[src/sv/spi_master_core_unit_macros.svh]
// Assertion macros for the SPI master core unit.
// Expects a clock named clk and a synchronous reset named rst in the using scope.
`ifndef SPI_MASTER_CORE_UNIT_MACROS_SVH
`define SPI_MASTER_CORE_UNIT_MACROS_SVH

// Same-cycle implication, disabled while reset is high.
`define SMC_ASSERT_NOW(lbl, ante, cons) \
  lbl: assert property (@(posedge clk) disable iff (rst) (ante) |-> (cons)) \
    else $error("smc check failed");

// Next-cycle implication, disabled while reset is high.
`define SMC_ASSERT_NEXT(lbl, ante, cons) \
  lbl: assert property (@(posedge clk) disable iff (rst) (ante) |=> (cons)) \
    else $error("smc check failed");

`endif

[src/sv/smc_pkg.sv]
// Package for the SPI master core unit: word kinds, register map, widths, result type.
// No dependencies.
package smc_pkg;

  localparam int NUM_SLAVES = 32;
  localparam int DATA_BITS  = 8;

  // Input word kinds (carried on s_tuser)
  localparam logic [2:0] KIND_SELECT = 3'd0;
  localparam logic [2:0] KIND_DC     = 3'd1;
  localparam logic [2:0] KIND_DATA   = 3'd2;
  localparam logic [2:0] KIND_TICK   = 3'd3;
  localparam logic [2:0] KIND_READ   = 3'd4;

  // Register indexes (byte address = 4 * index)
  localparam logic [1:0] REG_POLARITY = 2'd0;
  localparam logic [1:0] REG_PHASE    = 2'd1;
  localparam logic [1:0] REG_MODULUS  = 2'd2;

  localparam logic [15:0] MODULUS_RESET = 16'd4;

  // Last half-period index of a transfer (odd, 2*DATA_BITS-1)
  localparam logic [4:0] LAST_HALF = 5'(2 * DATA_BITS - 1);

  typedef struct packed {
    logic                  dc_level;
    logic [NUM_SLAVES-1:0] select_lines;
    logic                  mosi_level;
    logic                  sclk_level;
    logic [DATA_BITS-1:0]  received_byte;
    logic                  ready_res;
  } res_t;

endpackage

[src/sv/spi_master_core_unit.sv]
// SPI master core unit, modes 0 to 3, 8-bit MSB-first full-duplex transfers.
// Depends on smc_pkg and spi_master_core_unit_macros.svh.
// The result word of an accepted input word is loaded into the output register in the next cycle.
// Throughput: one word per cycle unless stalled; update and result fit in one register pass.
// s_tready drops only while a result waits in the output register and m_tready is low.
// Reset (rst, synchronous, active high): idle, counters and shift registers cleared, all
// selects high, dc low, polarity 0, phase 0, half-period modulus 4, output register empty.
`include "spi_master_core_unit_macros.svh"

module spi_master_core_unit (
  input  logic        clk,
  input  logic        rst,
  // configuration port
  input  logic        psel,
  input  logic        penable,
  input  logic        pwrite,
  input  logic [3:0]  paddr,
  input  logic [31:0] pwdata,
  output logic [31:0] prdata,
  output logic        pready,
  // input stream
  input  logic        s_tvalid,
  output logic        s_tready,
  input  logic [39:0] s_tdata,   // [31:0] write_value, [32] miso_bit, rest zero
  input  logic [2:0]  s_tuser,   // [2:0] kind
  // result stream
  output logic        m_tvalid,
  input  logic        m_tready,
  output logic [47:0] m_tdata    // [0] ready_res, [8:1] received_byte, [9] sclk_level,
                                 // [10] mosi_level, [42:11] select_lines, [43] dc_level
);
  import smc_pkg::*;

  // configuration registers
  logic        clock_polarity;
  logic        clock_phase;
  logic [15:0] half_period_modulus;

  // core state
  logic [15:0]           divider_count, divider_count_next;
  logic [4:0]            edge_count, edge_count_next;
  logic [DATA_BITS-1:0]  transmit_shift, transmit_shift_next;
  logic [DATA_BITS-1:0]  receive_shift, receive_shift_next;
  logic [DATA_BITS-1:0]  received_hold, received_hold_next;
  logic                  busy_flag, busy_flag_next;
  logic [NUM_SLAVES-1:0] select_vector, select_vector_next;
  logic                  dc_pin, dc_pin_next;

  // output register
  res_t result, result_next;

  logic        s_accept;
  logic        cfg_write;
  logic [1:0]  cfg_index;
  logic [2:0]  kind;
  logic [31:0] write_value;
  logic        miso_bit;
  logic [4:0]  half_index;
  logic        pulse;

  assign pready    = 1'b1;
  assign cfg_write = psel && penable && pwrite && pready;
  assign cfg_index = paddr[3:2];

  always_comb begin
    unique case (cfg_index)
      REG_POLARITY: prdata = {31'b0, clock_polarity};
      REG_PHASE:    prdata = {31'b0, clock_phase};
      REG_MODULUS:  prdata = {16'b0, half_period_modulus};
      default:      prdata = 32'b0;
    endcase
  end

  always_ff @(posedge clk) begin
    if (rst) begin
      clock_polarity      <= 1'b0;
      clock_phase         <= 1'b0;
      half_period_modulus <= MODULUS_RESET;
    end else if (cfg_write) begin
      unique case (cfg_index)
        REG_POLARITY: clock_polarity      <= pwdata[0];
        REG_PHASE:    clock_phase         <= pwdata[0];
        REG_MODULUS:  half_period_modulus <= pwdata[15:0];
        default: ;
      endcase
    end
  end

  // Output register acts as the only stage; it can refill while it drains.
  assign s_tready = !m_tvalid || m_tready;
  assign s_accept = s_tvalid && s_tready;

  assign kind        = s_tuser;
  assign write_value = s_tdata[31:0];
  assign miso_bit    = s_tdata[32];

  // Half-period index within the data phase; phase 1 spends edge 0 as a lead-in.
  assign half_index = edge_count - {4'b0, clock_phase};

  always_comb begin
    divider_count_next  = divider_count;
    edge_count_next     = edge_count;
    transmit_shift_next = transmit_shift;
    receive_shift_next  = receive_shift;
    received_hold_next  = received_hold;
    busy_flag_next      = busy_flag;
    select_vector_next  = select_vector;
    dc_pin_next         = dc_pin;

    unique case (kind)
      KIND_SELECT: select_vector_next = write_value[NUM_SLAVES-1:0];
      KIND_DC:     dc_pin_next = write_value[0];
      KIND_DATA: begin
        // a data word while busy is dropped
        if (!busy_flag) begin
          transmit_shift_next = write_value[DATA_BITS-1:0];
          receive_shift_next  = '0;
          divider_count_next  = '0;
          edge_count_next     = '0;
          busy_flag_next      = 1'b1;
        end
      end
      KIND_TICK: begin
        if (busy_flag) begin
          if (divider_count >= half_period_modulus) begin
            divider_count_next = '0;
            if (clock_phase && edge_count == 5'd0) begin
              edge_count_next = 5'd1;
            end else if (!half_index[0]) begin
              // sampling edge
              receive_shift_next = {receive_shift[DATA_BITS-2:0], miso_bit};
              edge_count_next    = edge_count + 5'd1;
            end else if (half_index >= LAST_HALF) begin
              // last half period: latch the byte and go idle
              received_hold_next = receive_shift;
              busy_flag_next     = 1'b0;
              edge_count_next    = '0;
            end else begin
              // shifting edge
              transmit_shift_next = {transmit_shift[DATA_BITS-2:0], 1'b0};
              edge_count_next     = edge_count + 5'd1;
            end
          end else begin
            divider_count_next = divider_count + 16'd1;
          end
        end
      end
      default: ;  // read and unused kinds change nothing
    endcase
  end

  // SCLK is away from idle on odd half-period counts in either phase; in phase 1
  // count 0 is the lead-in, so the first pulse still comes one half period later.
  always_comb begin
    pulse = 1'b0;
    if (busy_flag_next) begin
      if (clock_phase) pulse = edge_count_next[0];
      else             pulse = edge_count_next[0];
    end
  end

  always_comb begin
    result_next.ready_res     = !busy_flag_next;
    result_next.received_byte = received_hold_next;
    result_next.sclk_level    = clock_polarity ^ pulse;
    result_next.mosi_level    = transmit_shift_next[DATA_BITS-1];
    result_next.select_lines  = select_vector_next;
    result_next.dc_level      = dc_pin_next;
  end

  always_ff @(posedge clk) begin
    if (rst) begin
      divider_count  <= '0;
      edge_count     <= '0;
      transmit_shift <= '0;
      receive_shift  <= '0;
      received_hold  <= '0;
      busy_flag      <= 1'b0;
      select_vector  <= '1;
      dc_pin         <= 1'b0;
    end else if (s_accept) begin
      divider_count  <= divider_count_next;
      edge_count     <= edge_count_next;
      transmit_shift <= transmit_shift_next;
      receive_shift  <= receive_shift_next;
      received_hold  <= received_hold_next;
      busy_flag      <= busy_flag_next;
      select_vector  <= select_vector_next;
      dc_pin         <= dc_pin_next;
    end
  end

  always_ff @(posedge clk) begin
    if (rst) begin
      m_tvalid <= 1'b0;
    end else if (s_accept) begin
      m_tvalid <= 1'b1;
    end else if (m_tready) begin
      m_tvalid <= 1'b0;
    end
  end

  always_ff @(posedge clk) begin
    if (s_accept) begin
      result <= result_next;
    end
  end

  assign m_tdata = {4'b0, result};

  // idle means counters at rest
  `SMC_ASSERT_NOW(a_idle_rest, !busy_flag, edge_count == 5'd0 && divider_count == 16'd0)
  // a waiting result reports the busy state the core holds now
  `SMC_ASSERT_NOW(a_ready_tracks_busy, m_tvalid, result.ready_res == !busy_flag)
  // every accepted word produces a result word
  `SMC_ASSERT_NEXT(a_result_follows, s_accept, m_tvalid)
  // a stalled result blocks input
  `SMC_ASSERT_NOW(a_stall_blocks, m_tvalid && !m_tready, !s_tready)

endmodule
[config.mk]
export PLATFORM = sky130hd
export DESIGN_NAME = spi_master_core_unit
export DESIGN_NICKNAME = d
export VERILOG_FILES = /design/src/sv/smc_pkg.sv /design/src/sv/spi_master_core_unit.sv
export VERILOG_INCLUDE_DIRS = /design/src /design/src/sv
export SDC_FILE = /design/constraint.sdc
export NUM_CORES = 1
export LEC_CHECK = 0
export ABC_AREA = 0
export BUFFER_PORTS_ARGS = -buffer_cell sky130_fd_sc_hd__buf_4
export CORE_ASPECT_RATIO = 2
export CORE_MARGIN = 4
export CORE_UTILIZATION = 55
export CTS_BUF_LIST = sky130_fd_sc_hd__clkbuf_2
export CTS_CLUSTER_DIAMETER = 200
export DETAILED_ROUTE_END_ITERATION = 12
export GPL_TIMING_DRIVEN = 0
export PLACE_DENSITY = 0.91
export REMOVE_ABC_BUFFERS = 1
export SLEW_MARGIN = 40
export SYNTH_ARGS = -nofsm -noshare
export SYNTH_HDL_FRONTEND = slang
export SYNTH_SLANG_ARGS = --single-unit
[constraint.sdc]
create_clock -name clk -period 3.25 [get_ports clk]
set_input_delay 0.1625 -clock clk [delete_from_list [all_inputs] [get_ports clk]]
set_output_delay 0.1625 -clock clk [all_outputs]
set_load 0.02 [all_outputs]
### Word-level counts from Yosys, hierarchy flattened

Cells that the tools add are included.

| word-level totals | value |
|---|---|
| register bits after elaboration | 142 |
| bits of input ports | 86 |
| output and inout port bits | 83 |
| word-level logic and storage cells | 99 |

| cells by class | value |
|---|---|
| add/sub/neg operators | 3 |
| magnitude comparators | 2 |
| equal/unequal tests | 12 |
| multiplexer cells | 42 |
| bitwise logic cells | 1 |
| reductions and logical operators | 19 |

Operators with widths:

| kind | number |
|---|---|
| $mux W8 | 17 |
| $mux W16 | 3 |
| $pmux W16 S3 | 1 |
| $mux W32 | 1 |
| $pmux W16 S2 | 1 |
| $pmux W8 S2 | 2 |
| $mux W5 | 6 |
| $add A16 B1 Y16 const B | 1 |
| $ge A16 B16 Y1 | 1 |
| $ne A2 B2 Y1 const B | 7 |
| $pmux W5 S2 | 1 |
| $mux W1 | 9 |
| $reduce_and A8 Y1 | 1 |
| $reduce_and A7 Y1 | 1 |
| $eq A3 B2 Y1 const B | 2 |
| $reduce_and A2 Y1 | 3 |
| $add A5 B1 Y5 const B | 1 |
| $ge A5 B4 Y1 const B | 1 |
| $logic_not A5 Y1 | 1 |
| $reduce_and A5 Y1 | 1 |
| $sub A5 B1 Y5 | 1 |
| $logic_and A1 B1 Y1 | 4 |
| $reduce_and A4 Y1 | 1 |
| $reduce_bool A2 Y1 | 2 |
| 9 further kinds | 10 |

### Depth between registers and ports, before layout

Gate-level depths: netlist of run 1.

| depth | value |
|---|---|
| depth after elaboration | 10 |
| depth in mapped cells | 11 |
| gate-level depth less buffers | 10 |

### Worst setup path before layout of run 1

Ideal clock, no wire load.

| timing path | value |
|---|---|
| path kind | reg2reg |
| from | reg m_tvalid |
| to | reg result (netlist bit m_tdata[0]), enable pin |
| setup time | 0.425 ns |
| data arrival time | 2.443 ns |
| data required time | 2.825 ns |
| setup slack | 0.382 ns |
| stages on the path, launching flop included | 5 |
| path buffers | 1 |
| clock period less this slack | 2.868 ns |
| cells stage by stage | dfxtp_1 > nand2b_1 > nand2_1 > inv_2 > clkbuf_1 |

| on the way | value |
|---|---|
| word-level cells in the longest chain between the ends | 3 |

RTL lines:

| item | RTL line | RTL |
|---|---|---|
| from (decl) | spi_master_core_unit.sv:27 | `output logic m_tvalid,` |
| from (signal assigned) | spi_master_core_unit.sv:195 | `m_tvalid <= 1'b0;` |
| from (signal assigned) | spi_master_core_unit.sv:197 | `m_tvalid <= 1'b1;` |
| from (signal assigned) | spi_master_core_unit.sv:199 | `m_tvalid <= 1'b0;` |
| $logic_not A1 Y1 | spi_master_core_unit.sv:90 | `assign s_tready = !m_tvalid \|\| m_tready;` |
| $logic_or A1 B1 Y1 | spi_master_core_unit.sv:90 |  |
| via s_tready | spi_master_core_unit.sv:23 | `output logic s_tready,` |
| $logic_and A1 B1 Y1 | spi_master_core_unit.sv:91 | `assign s_accept = s_tvalid && s_tready;` |
| via s_accept | spi_master_core_unit.sv:52 | `logic s_accept;` |
| to (signal assigned) | spi_master_core_unit.sv:205 | `result <= result_next;` |
| to (decl) | spi_master_core_unit.sv:50 | `res_t result, result_next;` |

The timed path passes the listed nets, and every way through them passes these cells.
A chain may end at the register's enable or synchronous reset.

### Worst setup path after layout of run 1

| timing path | value |
|---|---|
| from | reg half_period_modulus[15] |
| to | reg receive_shift[7] |

| on the way | value |
|---|---|
| word-level cells in the longest chain between the ends | 3 |

RTL lines:

| item | RTL line | RTL |
|---|---|---|
| from (decl) | spi_master_core_unit.sv:37 | `logic [15:0] half_period_modulus;` |
| from (signal assigned) | spi_master_core_unit.sv:83 | `REG_MODULUS: half_period_modulus <= pwdata[15:0];` |
| $ge A16 B16 Y1 | spi_master_core_unit.sv:125 | `if (divider_count >= half_period_modulus) begin` |
| $ne A2 B2 Y1 (no source line) | -- |  |
| $reduce_and A7 Y1 (no source line) | -- |  |
| to (signal assigned) | spi_master_core_unit.sv:185 | `receive_shift <= receive_shift_next;` |
| to (decl) | spi_master_core_unit.sv:43 | `logic [DATA_BITS-1:0] receive_shift, receive_shift_next;` |

No other way between the ends.

==> results of run 1 <==
-- worst register-to-register path, cell delays in order, from the launching register on --
cell and delay (ns):
sky130_fd_sc_hd__dfxtp_1 0.42, sky130_fd_sc_hd__inv_1 0.08, sky130_fd_sc_hd__ha_1 0.32, sky130_fd_sc_hd__nand4_1 0.17
sky130_fd_sc_hd__nor4_1 0.47, sky130_fd_sc_hd__a32oi_1 0.24, sky130_fd_sc_hd__a21boi_2 0.63, sky130_fd_sc_hd__o21ai_1 0.39
sky130_fd_sc_hd__nand2_1 0.19, sky130_fd_sc_hd__a21oi_1 0.10
-- synth_stat cells, types with 15 or more instances --
cell type                  instances  area [µm²]
sky130_fd_sc_hd__edfxtp_1         44        1320
sky130_fd_sc_hd__clkbuf_1         18        67.6
sky130_fd_sc_hd__nand4_1          17         106
sky130_fd_sc_hd__a21oi_1          38         190
sky130_fd_sc_hd__inv_1            25        93.8
sky130_fd_sc_hd__mux2_2           33         372
sky130_fd_sc_hd__nand2_1         127         477
sky130_fd_sc_hd__dfxtp_1          98        1960
sky130_fd_sc_hd__nor2_1           51         191
sky130_fd_sc_hd__nand3b_1         34         255
sky130_fd_sc_hd__and2_1           15        93.8
sky130_fd_sc_hd__buf_4            22         165
sky130_fd_sc_hd__ha_1             21         263
-- worst max-delay path by stage --
stage / from / to / slack [ns] / cells past startpoint
after floorplan: s_tuser[2] / m_tdata[11] / 0.1 / 2
after global placement: s_tuser[0] / select_vector[30] / -1.51 / 5
after detailed placement: divider_count[0] / m_tdata[7] / 0.29 / 8
after CTS: divider_count[0] / m_tdata[9] / 0.25 / 9
after global routing: divider_count[0] / m_tdata[9] / 0.01 / 9
final: half_period_modulus[15] / receive_shift[7] / 0.17 / 9
-- kinds of logic after synthesis --
logic type / synth area share [%]
AOI/OAI and AO/OA: 7.33
xor gates and xnor gates: 2.25
adders and majority gates: 3.97
buffers and inverters: 6.04
DFF: 49.7
muxes: 8.80
other: 0.114
and+or+nand+nor: 21.8
-- report_power, final --
| group | leakage, nW | switching [mW] | total, mW | internal, mW |
|---|---|---|---|---|
| combinational | 2.18 | 0.272 | 0.504 | 0.232 |
| clock | 0.153 | 0.794 | 1.06 | 0.268 |
| sequential | 1.20 | 0.0359 | 1.95 | 1.91 |
| total | 3.53 | 1.10 | 3.52 | 2.41 |
-- routing by layer --
layer / GRT usage [%] / share of wire (%)
met5: 0 / 0
met4: 15.0 / 5.3
met3: 5.96 / 4.3
met2: 48.3 / 55
met1: 27.7 / 35
-- layout make-up --
class / instances / area (µm²)
repair buffers: 208 / 1780
multi-input cells: 477 / 3030
diodes: 1 / 2.50
inverters: 26 / 103
well taps: 145 / 181
clock inverters: 15 / 159
fillers: 754 / 3140
flip-flops and latches: 142 / 3280
clock buffers: 17 / 85.1
-- sequential cells by signal (all words and copies together), names as in the netlist --
register,cells
received_hold,8
receive_shift,8
clock_phase,1
busy_flag,1
select_vector,32
m_tdata,44
divider_count,16
transmit_shift,8
m_tvalid,1
clock_polarity,1
edge_count,5
dc_pin,1
half_period_modulus,16
-- stage by stage --
stage / hold slack [ns] / total power, mW / cell area (µm²) / util [%] / cells
2_1_floorplan: 0.227 / 2.21 / 6380 / - / 645
3_3_place_gp: 0.379 / 2.39 / 7480 / 63.5 / 912
3_5_place_dp: 0.382 / 2.40 / 7570 / 64.3 / 919
4_1_cts: 0.182 / 3.50 / 8590 / 73.0 / 1029
5_1_grt: 0.227 / 3.64 / 8630 / 73.3 / 1031
6_report: 0.260 / 3.52 / 8630 / 73.3 / 1031
-- repair_timing --
| item | 4_1_cts | 5_1_grt |
|---|---|---|
| hold endpoints to repair | 103 | 0 |
| gates resized for setup | 0 | 1 |
| setup endpoints to repair | 0 | 17 |
| setup buffers | 0 | 0 |
| hold buffers | 78 | 0 |
==> results_tabular.tex, run 1 <==
\begin{tabular}{lr}
\hline
Metric & Value \\
\hline
\multicolumn{2}{l}{\textbf{Run status}} \\
Result of the run & finished, final reports clean \\
\multicolumn{2}{l}{\textbf{Detailed routing}} \\
Total via count after detailed routing & 5807 \\
Routed length per instance & 17.8 µm \\
DRT iter0 DRCs & 448 \\
First-pass iteration count of the detailed router & 8 \\
Via density & 5.63 \\
Total wire length & 18400 µm \\
Count of antenna-violating nets left after detailed routing & 0 \\
DRC violations left & 0 \\
\multicolumn{2}{l}{\textbf{Critical path}} \\
Cell family with the largest share of critical-path delay & compound AO/OA/AOI/OAI gates \\
Launch point of the worst reg-to-reg path & half\_period\_modulus[15] \\
End of the worst register-to-register path & receive\_shift[7] \\
Slowest stage cell, crit path & sky130\_fd\_sc\_hd\_\_a21boi\_2 \\
Required @ worst endpoint & 3.89 ns \\
Highest cell delay on the worst timing path & 0.63 ns \\
Worst-case reg-to-reg path depth & 9 \\
Largest driver fanout on the critical path & 16 \\
Crit start category & register \\
Worst setup path category & register to register \\
Crit end category & register \\
Worst R2R Setup Slack & 0.17 ns \\
Critical Path AT & 3.72 ns \\
Series of cell instances along the critical path & inv\_1, ha\_1, nand4\_1, nor4\_1, a32oi\_1, a21boi\_2, o21ai\_1, nand2\_1, a21oi\_1 \\
Number of buffers and inverters on the critical path & 1 \\
\multicolumn{2}{l}{\textbf{Power}} \\
Worst VDD drop & 0.464 mV \\
Total power density per cell area & 407 nW/µm² \\
Leakage power summed over all cells & 3.53 nW \\
\multicolumn{2}{l}{\textbf{Floorplanning}} \\
Width of the die & 85.5 µm \\
DIE HEIGHT & 163 µm \\
Core Area & 11800 µm² \\
Boundary pin count & 169 \\
FP Rows & 56 \\
Die area & 13900 µm² \\
Effective utilization at floorplan & 56.2\% \\
\multicolumn{2}{l}{\textbf{Synthesis}} \\
Fraction of synthesis flops using an asynchronous set or reset pin & 0\% \\
Portion of the post-synthesis area used by sequential elements & 49.7\% \\
Count of mapped cells out of synthesis & 678 \\
Most used DFF post-synth & sky130\_fd\_sc\_hd\_\_dfxtp\_1 \\
Post-synth EDFFs & 44 \\
Synth cell types & 63 \\
Average size of a mapped cell & 9.75 µm² \\
Cell area after synthesis & 6610 µm² \\
Number of register bits inferred by synthesis & 142 \\
Number of warnings issued by yosys & 0 \\
\multicolumn{2}{l}{\textbf{STA}} \\
Post-Route Skew & 0.0367 ns \\
Pin slew with the least headroom to its limit & 0.726 ns \\
Unrepaired setup endpoints after global routing & no \\
Achievable clock frequency & 0.325 GHz \\
Final worst slack & 0.170 ns \\
Final period utilization & 94.8\% \\
Final count of pins violating max slew & 0 \\
Final critical-path required period & 3.08 ns \\
Setup Viol. Count Final & 0 \\
Worst slew slack as a fraction of its limit & 51.3\% \\
Fin. Hold Viols & 0 \\
Sum of negative setup slack & 0 ns \\
\multicolumn{2}{l}{\textbf{Final layout}} \\
Syn-to-layout area delta & 30.5\% \\
Leading cell types in the layout, fill and taps excluded & 126 x sky130\_fd\_sc\_hd\_\_nand2\_1, 125 x sky130\_fd\_sc\_hd\_\_buf\_4, 98 x sky130\_fd\_sc\_hd\_\_dfxtp\_1, 78 x sky130\_fd\_sc\_hd\_\_dlygate4sd3\_1, 51 x sky130\_fd\_sc\_hd\_\_nor2\_1 \\
Most frequent standard cell in the layout excluding fill and tap cells & sky130\_fd\_sc\_hd\_\_nand2\_1 \\
Total number of nets in the final design & 979 \\
Fraction of final layout cells with drive strength greater than 1 & 24.3\% \\
\multicolumn{2}{l}{\textbf{GRT}} \\
Total Routing Usage GR & 26.6\% \\
Total overflow reported by the global router & 0 \\
Wire length of the first global-routing pass & 29300 µm \\
Pin count of the biggest net entering global routing & 81 \\
Number of global-route vias before repair & 5938 \\
Initial antenna violation count & 1 \\
\multicolumn{2}{l}{\textbf{CTS}} \\
Clock tree from TritonCTS & done \\
CTS Sinks & 142 \\
Buffer levels on the longest clock path & 2 \\
Clock-pin slew of the registers on the worst-case setup and hold paths & 0.26 ns \\
TritonCTS Buffers & 17 \\
Level count of the clock H-tree & 4 \\
Later-pin clock latency in the skew report & 0.73 ns \\
Root buffer cell & sky130\_fd\_sc\_hd\_\_clkbuf\_2 \\
\multicolumn{2}{l}{\textbf{Worst hold path}} \\
Hold endpoint & transmit\_shift[0] \\
Source of the worst hold timing path & s\_tdata[0] \\
Number of stages on the worst hold path & 4 \\
Classification of the worst-slack hold path & input pin to register \\
\multicolumn{2}{l}{\textbf{Placement}} \\
IO Port Bufs & 122 \\
Final weighted congestion of routability-driven global placement & 0.866 \\
HPWL reported at the end of detailed placement & 10600 µm \\
Post-placement worst setup slack & 0.288 ns \\
\multicolumn{2}{l}{\textbf{Flow run}} \\
Count of maximum capacitance violations & 0 \\
\hline
\end{tabular}
No activity file was read; power rests on OpenSTA's default activity.
==> inputs of run 2 (changes only) <==
--- a/config.mk
+++ b/config.mk
@@ -10,12 +10,12 @@
 export BUFFER_PORTS_ARGS = -buffer_cell sky130_fd_sc_hd__buf_4
 export CORE_ASPECT_RATIO = 2
 export CORE_MARGIN = 4
-export CORE_UTILIZATION = 55
+export CORE_UTILIZATION = 45
 export CTS_BUF_LIST = sky130_fd_sc_hd__clkbuf_2
 export CTS_CLUSTER_DIAMETER = 200
 export DETAILED_ROUTE_END_ITERATION = 12
 export GPL_TIMING_DRIVEN = 0
-export PLACE_DENSITY = 0.91
+export PLACE_DENSITY = 0.78
 export REMOVE_ABC_BUFFERS = 1
 export SLEW_MARGIN = 40
 export SYNTH_ARGS = -nofsm -noshare
==> constraint.sdc (replaced) <==
create_clock -name clk -period 3.5 [get_ports clk]
set_input_delay 0.175 -clock clk [delete_from_list [all_inputs] [get_ports clk]]
set_output_delay 0.175 -clock clk [all_outputs]
set_load 0.02 [all_outputs]
==> results_tabular.tex, run 2 (synthesis gave the netlist of run 1 again) <==
\begin{tabular}{lr}
\hline
Metric & Value \\
\hline
\multicolumn{2}{l}{\textbf{STA}} \\
Worst slew slack as a fraction of its limit & 45.6\% (-5.7 points) \\
Post-Route Skew & 0.0391 ns (+0.00237 ns) \\
Worst hold-check slack & 0.255 ns (-0.00463 ns) \\
Sum of negative setup slack & 0 ns (unchanged) \\
Final period utilization & 90.9\% (-3.9 points) \\
Final worst slack & 0.318 ns (+0.148 ns) \\
Fin. Hold Viols & 0 (unchanged) \\
Final count of pins violating max slew & 0 (unchanged) \\
Pin slew with the least headroom to its limit & 0.815 ns (+0.0898 ns) \\
Final critical-path required period & 3.18 ns (+0.102 ns) \\
Unrepaired setup endpoints after global routing & no \\
Setup Viol. Count Final & 0 (unchanged) \\
Achievable clock frequency & 0.314 GHz (-3.2\%) \\
\multicolumn{2}{l}{\textbf{Final layout}} \\
Total number of nets in the final design & 972 (-0.72\%) \\
Post-route standard cell area excluding fillers & 8630 µm² (about the same) \\
Fraction of final layout cells with drive strength greater than 1 & 24.1\% (-0.15 points) \\
Leading cell types in the layout, fill and taps excluded & 126 x sky130\_fd\_sc\_hd\_\_nand2\_1, 126 x sky130\_fd\_sc\_hd\_\_buf\_4, 98 x sky130\_fd\_sc\_hd\_\_dfxtp\_1, 71 x sky130\_fd\_sc\_hd\_\_dlygate4sd3\_1, 51 x sky130\_fd\_sc\_hd\_\_nor2\_1 \\
Syn-to-layout area delta & 30.5\% (about the same) \\
Max FFs per register & 44 (unchanged) \\
End-of-flow core utilization & 59.8\% (-14 points) \\
\multicolumn{2}{l}{\textbf{Critical path}} \\
Crit end category & register \\
Number of buffers and inverters on the critical path & 2 (+1) \\
WP depth & 10 (+1) \\
Largest driver fanout on the critical path & 16 (unchanged) \\
Worst setup endpoint & receive\_shift[0] \\
Worst setup path category & register to register \\
Cell family with the largest share of critical-path delay & compound AO/OA/AOI/OAI gates \\
Required @ worst endpoint & 4.17 ns (+0.28 ns) \\
Crit path launch & divider\_count[0] \\
Highest cell delay on the worst timing path & 0.57 ns (-0.06 ns) \\
Worst-case reg-to-reg path depth & 10 (+1) \\
Slowest stage cell, crit path & sky130\_fd\_sc\_hd\_\_dlygate4sd3\_1 \\
Worst R2R Setup Slack & 0.32 ns (+0.15 ns) \\
End of the worst register-to-register path & receive\_shift[0] \\
Crit start category & register \\
Series of cell instances along the critical path & inv\_1, ha\_1, nand2b\_1, a2111o\_1, a32oi\_1, a21boi\_4, o21ai\_1, nand2\_1, a21oi\_1, dlygate4sd3\_1 \\
Launch point of the worst reg-to-reg path & divider\_count[0] \\
Critical Path AT & 3.85 ns (+0.13 ns) \\
\multicolumn{2}{l}{\textbf{Detailed routing}} \\
DRC violations left & 0 (unchanged) \\
Total wire length & 16400 µm (-11\%) \\
Via density & 5.14 (-8.7\%) \\
DRT iter0 DRCs & 272 (-39\%) \\
Total via count after detailed routing & 5507 (-5.2\%) \\
First-pass iteration count of the detailed router & 4 (-4) \\
Routed length per instance & 15.3 µm (-14\%) \\
Count of antenna-violating nets left after detailed routing & 0 (unchanged) \\
\multicolumn{2}{l}{\textbf{CTS}} \\
Clock-pin slew of the registers on the worst-case setup and hold paths & 0.20 ns (-0.06 ns) \\
CTS Sinks & 142 (unchanged) \\
Level count of the clock H-tree & 4 (unchanged) \\
TritonCTS Buffers & 17 (unchanged) \\
Clock tree from TritonCTS & done \\
Buffer levels on the longest clock path & 2 (unchanged) \\
Later-pin clock latency in the skew report & 0.72 ns (about the same) \\
Root buffer cell & sky130\_fd\_sc\_hd\_\_clkbuf\_2 \\
Post-CTS setup buffer count & 0 (unchanged) \\
\multicolumn{2}{l}{\textbf{Floorplanning}} \\
FP Rows & 62 (+11\%) \\
Die area & 16800 µm² (+21\%) \\
Effective utilization at floorplan & 45.8\% (-10 points) \\
Boundary pin count & 169 (unchanged) \\
Core Area & 14400 µm² (+23\%) \\
Width of the die & 93.7 µm (+9.6\%) \\
DIE HEIGHT & 179 µm (+10\%) \\
\multicolumn{2}{l}{\textbf{Placement}} \\
Post-placement worst setup slack & 0.506 ns (+0.218 ns) \\
Final weighted congestion of routability-driven global placement & 0.853 (-1.6\%) \\
HPWL reported at the end of detailed placement & 10800 µm (+2.4\%) \\
Post-place instance area & 7630 µm² (+0.88\%) \\
IO Port Bufs & 122 (unchanged) \\
\multicolumn{2}{l}{\textbf{GRT}} \\
Total overflow reported by the global router & 0 (unchanged) \\
Total Routing Usage GR & 20.3\% (-6.3 points) \\
Wire length of the first global-routing pass & 27200 µm (-7.2\%) \\
Initial antenna violation count & 1 (unchanged) \\
Pin count of the biggest net entering global routing & 81 (unchanged) \\
Number of global-route vias before repair & 5703 (-4.0\%) \\
\multicolumn{2}{l}{\textbf{Power}} \\
Worst VDD drop & 0.328 mV (-29\%) \\
Leakage power summed over all cells & 3.50 nW (-0.96\%) \\
Total power density per cell area & 380 nW/µm² (-6.8\%) \\
\multicolumn{2}{l}{\textbf{Worst hold path}} \\
Classification of the worst-slack hold path & input pin to register \\
\multicolumn{2}{l}{\textbf{Flow run}} \\
Count of maximum capacitance violations & 0 (unchanged) \\
\multicolumn{2}{l}{\textbf{Run status}} \\
Result of the run & finished, final reports clean \\
\hline
\end{tabular}
-- run 2: cell types whose count changed in the layout (fill, tap and decap cells not counted), moves of 2 or more --
cell                            delta
sky130_fd_sc_hd__inv_6             -4
sky130_fd_sc_hd__clkinv_4          +2
sky130_fd_sc_hd__bufinv_16         +3
sky130_fd_sc_hd__dlygate4sd3_1     -7
sky130_fd_sc_hd__inv_8             -8
sky130_fd_sc_hd__clkinv_1          +2
sky130_fd_sc_hd__clkinvlp_4        +4
-- run 2: layout make-up --
type / count / area (µm²)
Clock buffer: 18 / 90.1
Timing Repair Buffer: 201 / 1700
Multi-Input combinational cell: 477 / 3040
Antenna cell: 1 / 2.50
Sequential cell: 142 / 3280
Fill cell: 1217 / 5800
Tap cell: 192 / 240
Clock inverter: 14 / 168
Inverter: 26 / 103
-- run 2: layer usage --
layer | GRT usage, % | share of wire (%)
met3 | 4.44 | 3.9
met2 | 37.3 | 57
met4 | 10.4 | 3.7
met1 | 20.8 | 36
met5 | 0 | 0
-- run 2: power breakdown --
group	total, mW	internal, mW	switching, mW	leakage, nW
logic	0.456	0.213	0.244	2.16
clock network	1.01	0.400	0.613	0.142
registers	1.81	1.78	0.0298	1.20
-- run 2: timing repair --
| item | in CTS | in global routing |
|---|---|---|
| resized for setup | 0 | 1 |
| endpoints found under the setup margin | 0 | 2 |
| endpoints found under the hold margin | 112 | 0 |
| hold buffers | 71 | 0 |
-- run 2: worst min-delay path by stage --
| stage | startpoint | end | cells past startpoint | slack (ns) |
|---|---|---|---|---|
| final | pwdata[8] | half_period_modulus[8] | 4 | 0.26 |
| after global routing | pwdata[7] | half_period_modulus[7] | 4 | 0.19 |
| after global placement | pwdata[2] | half_period_modulus[2] | 3 | 0.40 |
| after CTS | penable | half_period_modulus[2] | 4 | 0.16 |
| after detailed placement | pwdata[2] | half_period_modulus[2] | 3 | 0.41 |
| after floorplan | rst | transmit_shift[7] | 1 | 0.24 |
-- run 2: tightest hold or removal path: stages --
cell                            delay (ns)
sky130_fd_sc_hd__dlygate4sd3_1        0.54
sky130_fd_sc_hd__buf_4                0.13
sky130_fd_sc_hd__nand2_1              0.05
sky130_fd_sc_hd__a21oi_1              0.05
-- run 2: per-stage QoR --
step / cells / power (mW)
2_1_floorplan: 645 / 2.05
3_3_place_gp: 959 / 2.22
3_5_place_dp: 967 / 2.23
4_1_cts: 1070 / 3.30
5_1_grt: 1071 / 3.43
6_report: 1071 / 3.28
==> inputs of run 3 (changes only) <==
--- a/config.mk
+++ b/config.mk
@@ -9,10 +9,10 @@
 export ABC_AREA = 0
 export BUFFER_PORTS_ARGS = -buffer_cell sky130_fd_sc_hd__buf_4
 export CORE_ASPECT_RATIO = 2
-export CORE_MARGIN = 4
 export CORE_UTILIZATION = 45
 export CTS_BUF_LIST = sky130_fd_sc_hd__clkbuf_2
 export CTS_CLUSTER_DIAMETER = 200
+export CTS_CLUSTER_SIZE = 24
 export DETAILED_ROUTE_END_ITERATION = 12
 export GPL_TIMING_DRIVEN = 0
 export PLACE_DENSITY = 0.78
==> results_tabular.tex, run 3 (synthesis gave the netlist of run 1 again) <==
\begin{tabular}{lr}
\hline
Metric & Value \\
\hline
\multicolumn{2}{l}{\textbf{GRT}} \\
Pin count of the biggest net entering global routing & 81 (unchanged) \\
Total overflow reported by the global router & 0 (unchanged) \\
Initial antenna violation count & 1 (unchanged) \\
Number of global-route vias before repair & 5679 (-0.42\%) \\
Total Routing Usage GR & 22.0\% (+1.7 points) \\
Wire length of the first global-routing pass & 26000 µm (-4.2\%) \\
\multicolumn{2}{l}{\textbf{Detailed routing}} \\
Total via count after detailed routing & 5522 (+0.27\%) \\
Routed length per instance & 14.9 µm (-2.4\%) \\
Count of antenna-violating nets left after detailed routing & 0 (unchanged) \\
DRC violations left & 0 (unchanged) \\
First-pass iteration count of the detailed router & 4 (unchanged) \\
Total wire length & 16100 µm (-2.1\%) \\
Via density & 5.14 (-0.10\%) \\
DRT iter0 DRCs & 311 (+14\%) \\
\multicolumn{2}{l}{\textbf{Final layout}} \\
Max FFs per register & 44 (unchanged) \\
Fill cell instance count of the final layout & 1183 (-2.8\%) \\
Syn-to-layout area delta & 30.7\% \\
Most frequent standard cell in the layout excluding fill and tap cells & sky130\_fd\_sc\_hd\_\_nand2\_1 \\
Leading cell types in the layout, fill and taps excluded & 126 x sky130\_fd\_sc\_hd\_\_nand2\_1, 124 x sky130\_fd\_sc\_hd\_\_buf\_4, 98 x sky130\_fd\_sc\_hd\_\_dfxtp\_1, 77 x sky130\_fd\_sc\_hd\_\_dlygate4sd3\_1, 51 x sky130\_fd\_sc\_hd\_\_nor2\_1 \\
End-of-flow core utilization & 60.2\% (+0.44 points) \\
Total number of nets in the final design & 976 (+0.41\%) \\
Fraction of final layout cells with drive strength greater than 1 & 24.0\% (-0.11 points) \\
Filler-free cell count of the finished design & 1075 (+0.37\%) \\
\multicolumn{2}{l}{\textbf{Placement}} \\
Final weighted congestion of routability-driven global placement & 0.845 (-0.91\%) \\
IO Port Bufs & 122 (unchanged) \\
HPWL reported at the end of detailed placement & 10300 µm (-4.7\%) \\
Number of cells after detailed placement & 965 (-0.21\%) \\
\multicolumn{2}{l}{\textbf{STA}} \\
Unrepaired setup endpoints after global routing & no \\
Pin slew with the least headroom to its limit & 0.821 ns (+0.00520 ns) \\
Final period utilization & 93.0\% (+2.1 points) \\
Final critical-path required period & 3.26 ns (+0.0744 ns) \\
Post-Route Skew & 0.0414 ns (+0.00229 ns) \\
Worst slew slack as a fraction of its limit & 45.3\% (-0.35 points) \\
Achievable clock frequency & 0.307 GHz (-2.3\%) \\
Fin. Hold Viols & 0 (unchanged) \\
Setup Viol. Count Final & 0 (unchanged) \\
Final count of pins violating max slew & 0 (unchanged) \\
\multicolumn{2}{l}{\textbf{Power}} \\
Combinational share of power & 14.3\% (+0.4 points) \\
Worst VDD drop & 0.386 mV (+17\%) \\
Leakage power summed over all cells & 3.50 nW (+0.18\%) \\
Internal power consumption & 2.33 mW (-2.6\%) \\
Total power density per cell area & 367 nW/µm² (-3.3\%) \\
Switching power & 847 µW (-4.4\%) \\
Share of total power in sequential cells & 56.9\% (+1.8 points) \\
Part of the total power dissipated in the clock network & 28.8\% (-2.1 points) \\
Sw Share & 26.7\% (-0.37 points) \\
\multicolumn{2}{l}{\textbf{Worst hold path}} \\
Classification of the worst-slack hold path & input pin to register \\
\multicolumn{2}{l}{\textbf{Run status}} \\
Result of the run & finished, final reports clean \\
\multicolumn{2}{l}{\textbf{CTS}} \\
Clock-pin slew of the registers on the worst-case setup and hold paths & 0.22 ns (+0.02 ns) \\
Root buffer cell & sky130\_fd\_sc\_hd\_\_clkbuf\_2 \\
Clock tree from TritonCTS & done \\
Buffer levels on the longest clock path & 2 (unchanged) \\
Level count of the clock H-tree & 4 (unchanged) \\
TritonCTS Buffers & 17 (unchanged) \\
Later-pin clock latency in the skew report & 0.67 ns (-0.05 ns) \\
CTS Sinks & 142 (unchanged) \\
\multicolumn{2}{l}{\textbf{Critical path}} \\
Series of cell instances along the critical path & inv\_1, ha\_1, nand4\_1, nor4\_1, a32oi\_1, a21boi\_4, o21a\_1, nand3\_1, dlygate4sd3\_1, a21oi\_1 \\
Worst setup path category & register to register \\
Highest cell delay on the worst timing path & 0.58 ns (about the same) \\
Largest driver fanout on the critical path & 16 (unchanged) \\
Required @ worst endpoint & 4.09 ns (-0.08 ns) \\
Cell family with the largest share of critical-path delay & compound AO/OA/AOI/OAI gates \\
Crit start category & register \\
Crit end category & register \\
Number of buffers and inverters on the critical path & 2 (unchanged) \\
Slowest stage cell, crit path & sky130\_fd\_sc\_hd\_\_dlygate4sd3\_1 \\
Critical Path AT & 3.84 ns (about the same) \\
\multicolumn{2}{l}{\textbf{Floorplanning}} \\
FP Rows & 62 (unchanged) \\
Width of the die & 87.7 µm (-6.4\%) \\
Die area & 15200 µm² (-9.5\%) \\
Core Area & 14400 µm² (-0.54\%) \\
DIE HEIGHT & 173 µm (-3.3\%) \\
Boundary pin count & 169 (unchanged) \\
Effective utilization at floorplan & 46.1\% (+0.25 points) \\
\multicolumn{2}{l}{\textbf{Flow run}} \\
Count of maximum capacitance violations & 0 (unchanged) \\
\hline
\end{tabular}
[run 3: changes by cell type in the layout (fill, tap and decap cells not counted)]
cell / before / now
sky130_fd_sc_hd__clkinvlp_4: 4 / 0
sky130_fd_sc_hd__clkinv_2: 1 / 4
sky130_fd_sc_hd__buf_16: 0 / 1
sky130_fd_sc_hd__dlygate4sd3_1: 71 / 77
sky130_fd_sc_hd__clkinv_1: 2 / 0
sky130_fd_sc_hd__buf_4: 126 / 124
sky130_fd_sc_hd__clkbuf_2: 18 / 21
sky130_fd_sc_hd__inv_4: 0 / 3
sky130_fd_sc_hd__bufinv_16: 3 / 2
sky130_fd_sc_hd__buf_12: 1 / 0
sky130_fd_sc_hd__inv_6: 3 / 1
[run 3: area by class of cell]
class,instances,area (µm²),area share [%]
Antenna cell,1,2.50,0.0290
Clock buffer,21,105,1.22
Multi-Input combinational cell,477,3040,35.2
Timing Repair Buffer,205,1750,20.3
Clock inverter,11,116,1.35
Inverter,26,103,1.19
Tap cell,192,240,2.78
Sequential cell,142,3280,38.0
[run 3: worst paths after layout]
path                                 from                 to  slack [ns]  cells past startpoint
setup / recovery  half_period_modulus[15]  transmit_shift[0]        0.24                     10
hold / removal                  pwdata[0]        clock_phase        0.32                      4
hold reg to reg         transmit_shift[0]  transmit_shift[0]        0.47                      2
setup reg to reg  half_period_modulus[15]  transmit_shift[0]        0.24                     10
[run 3: metal layers]
metal  track usage [%]  share of wire (%)  up-vias  wire, µm
met4              12.2                4.5        0       721
met1              21.8                 36     2627      5790
met2              40.6                 56      146      8970
met3              4.95                3.6       54       576
li1                  -                  -     2695         -
met5                 0                  0        -         0
[run 3: power groups by stage]
stage	logic, mW	clock network [mW]	registers (mW)
2_1_floorplan	0.179	0	1.88
3_3_place_gp	0.379	0	1.84
3_5_place_dp	0.392	0	1.84
4_1_cts	0.450	0.950	1.81
5_1_grt	0.491	1.02	1.81
6_report	0.455	0.913	1.81
[run 3: timing repair]
item / 4_1_cts / 5_1_grt
resized for setup: 0 / 1
setup buffers: 0 / 0
hold buffers: 77 / 0
setup endpoints to repair: 0 / 1
hold endpoints to repair: 101 / 0
[run 3: per-stage QoR]
step                power (mW)  worst slack (ns)  TNS, ns  hold WS [ns]  instance area, µm²
detailed placement        2.23             0.525        0         0.407                7630
CTS                       3.21             0.119        0         0.223                8620
global route              3.32            0.0844        0         0.276                8640
global placement          2.22             -1.31   -82.54         0.394                7540
floorplan                 2.05             0.335        0         0.240                6380
finish                    3.17             0.244        0         0.324                8640
[run 3: worst min-delay path, cell delays in order]
cell	delay [ns]
sky130_fd_sc_hd__dlygate4sd3_1	0.53
sky130_fd_sc_hd__buf_4	0.12
sky130_fd_sc_hd__mux2i_1	0.06
sky130_fd_sc_hd__nor2_1	0.08
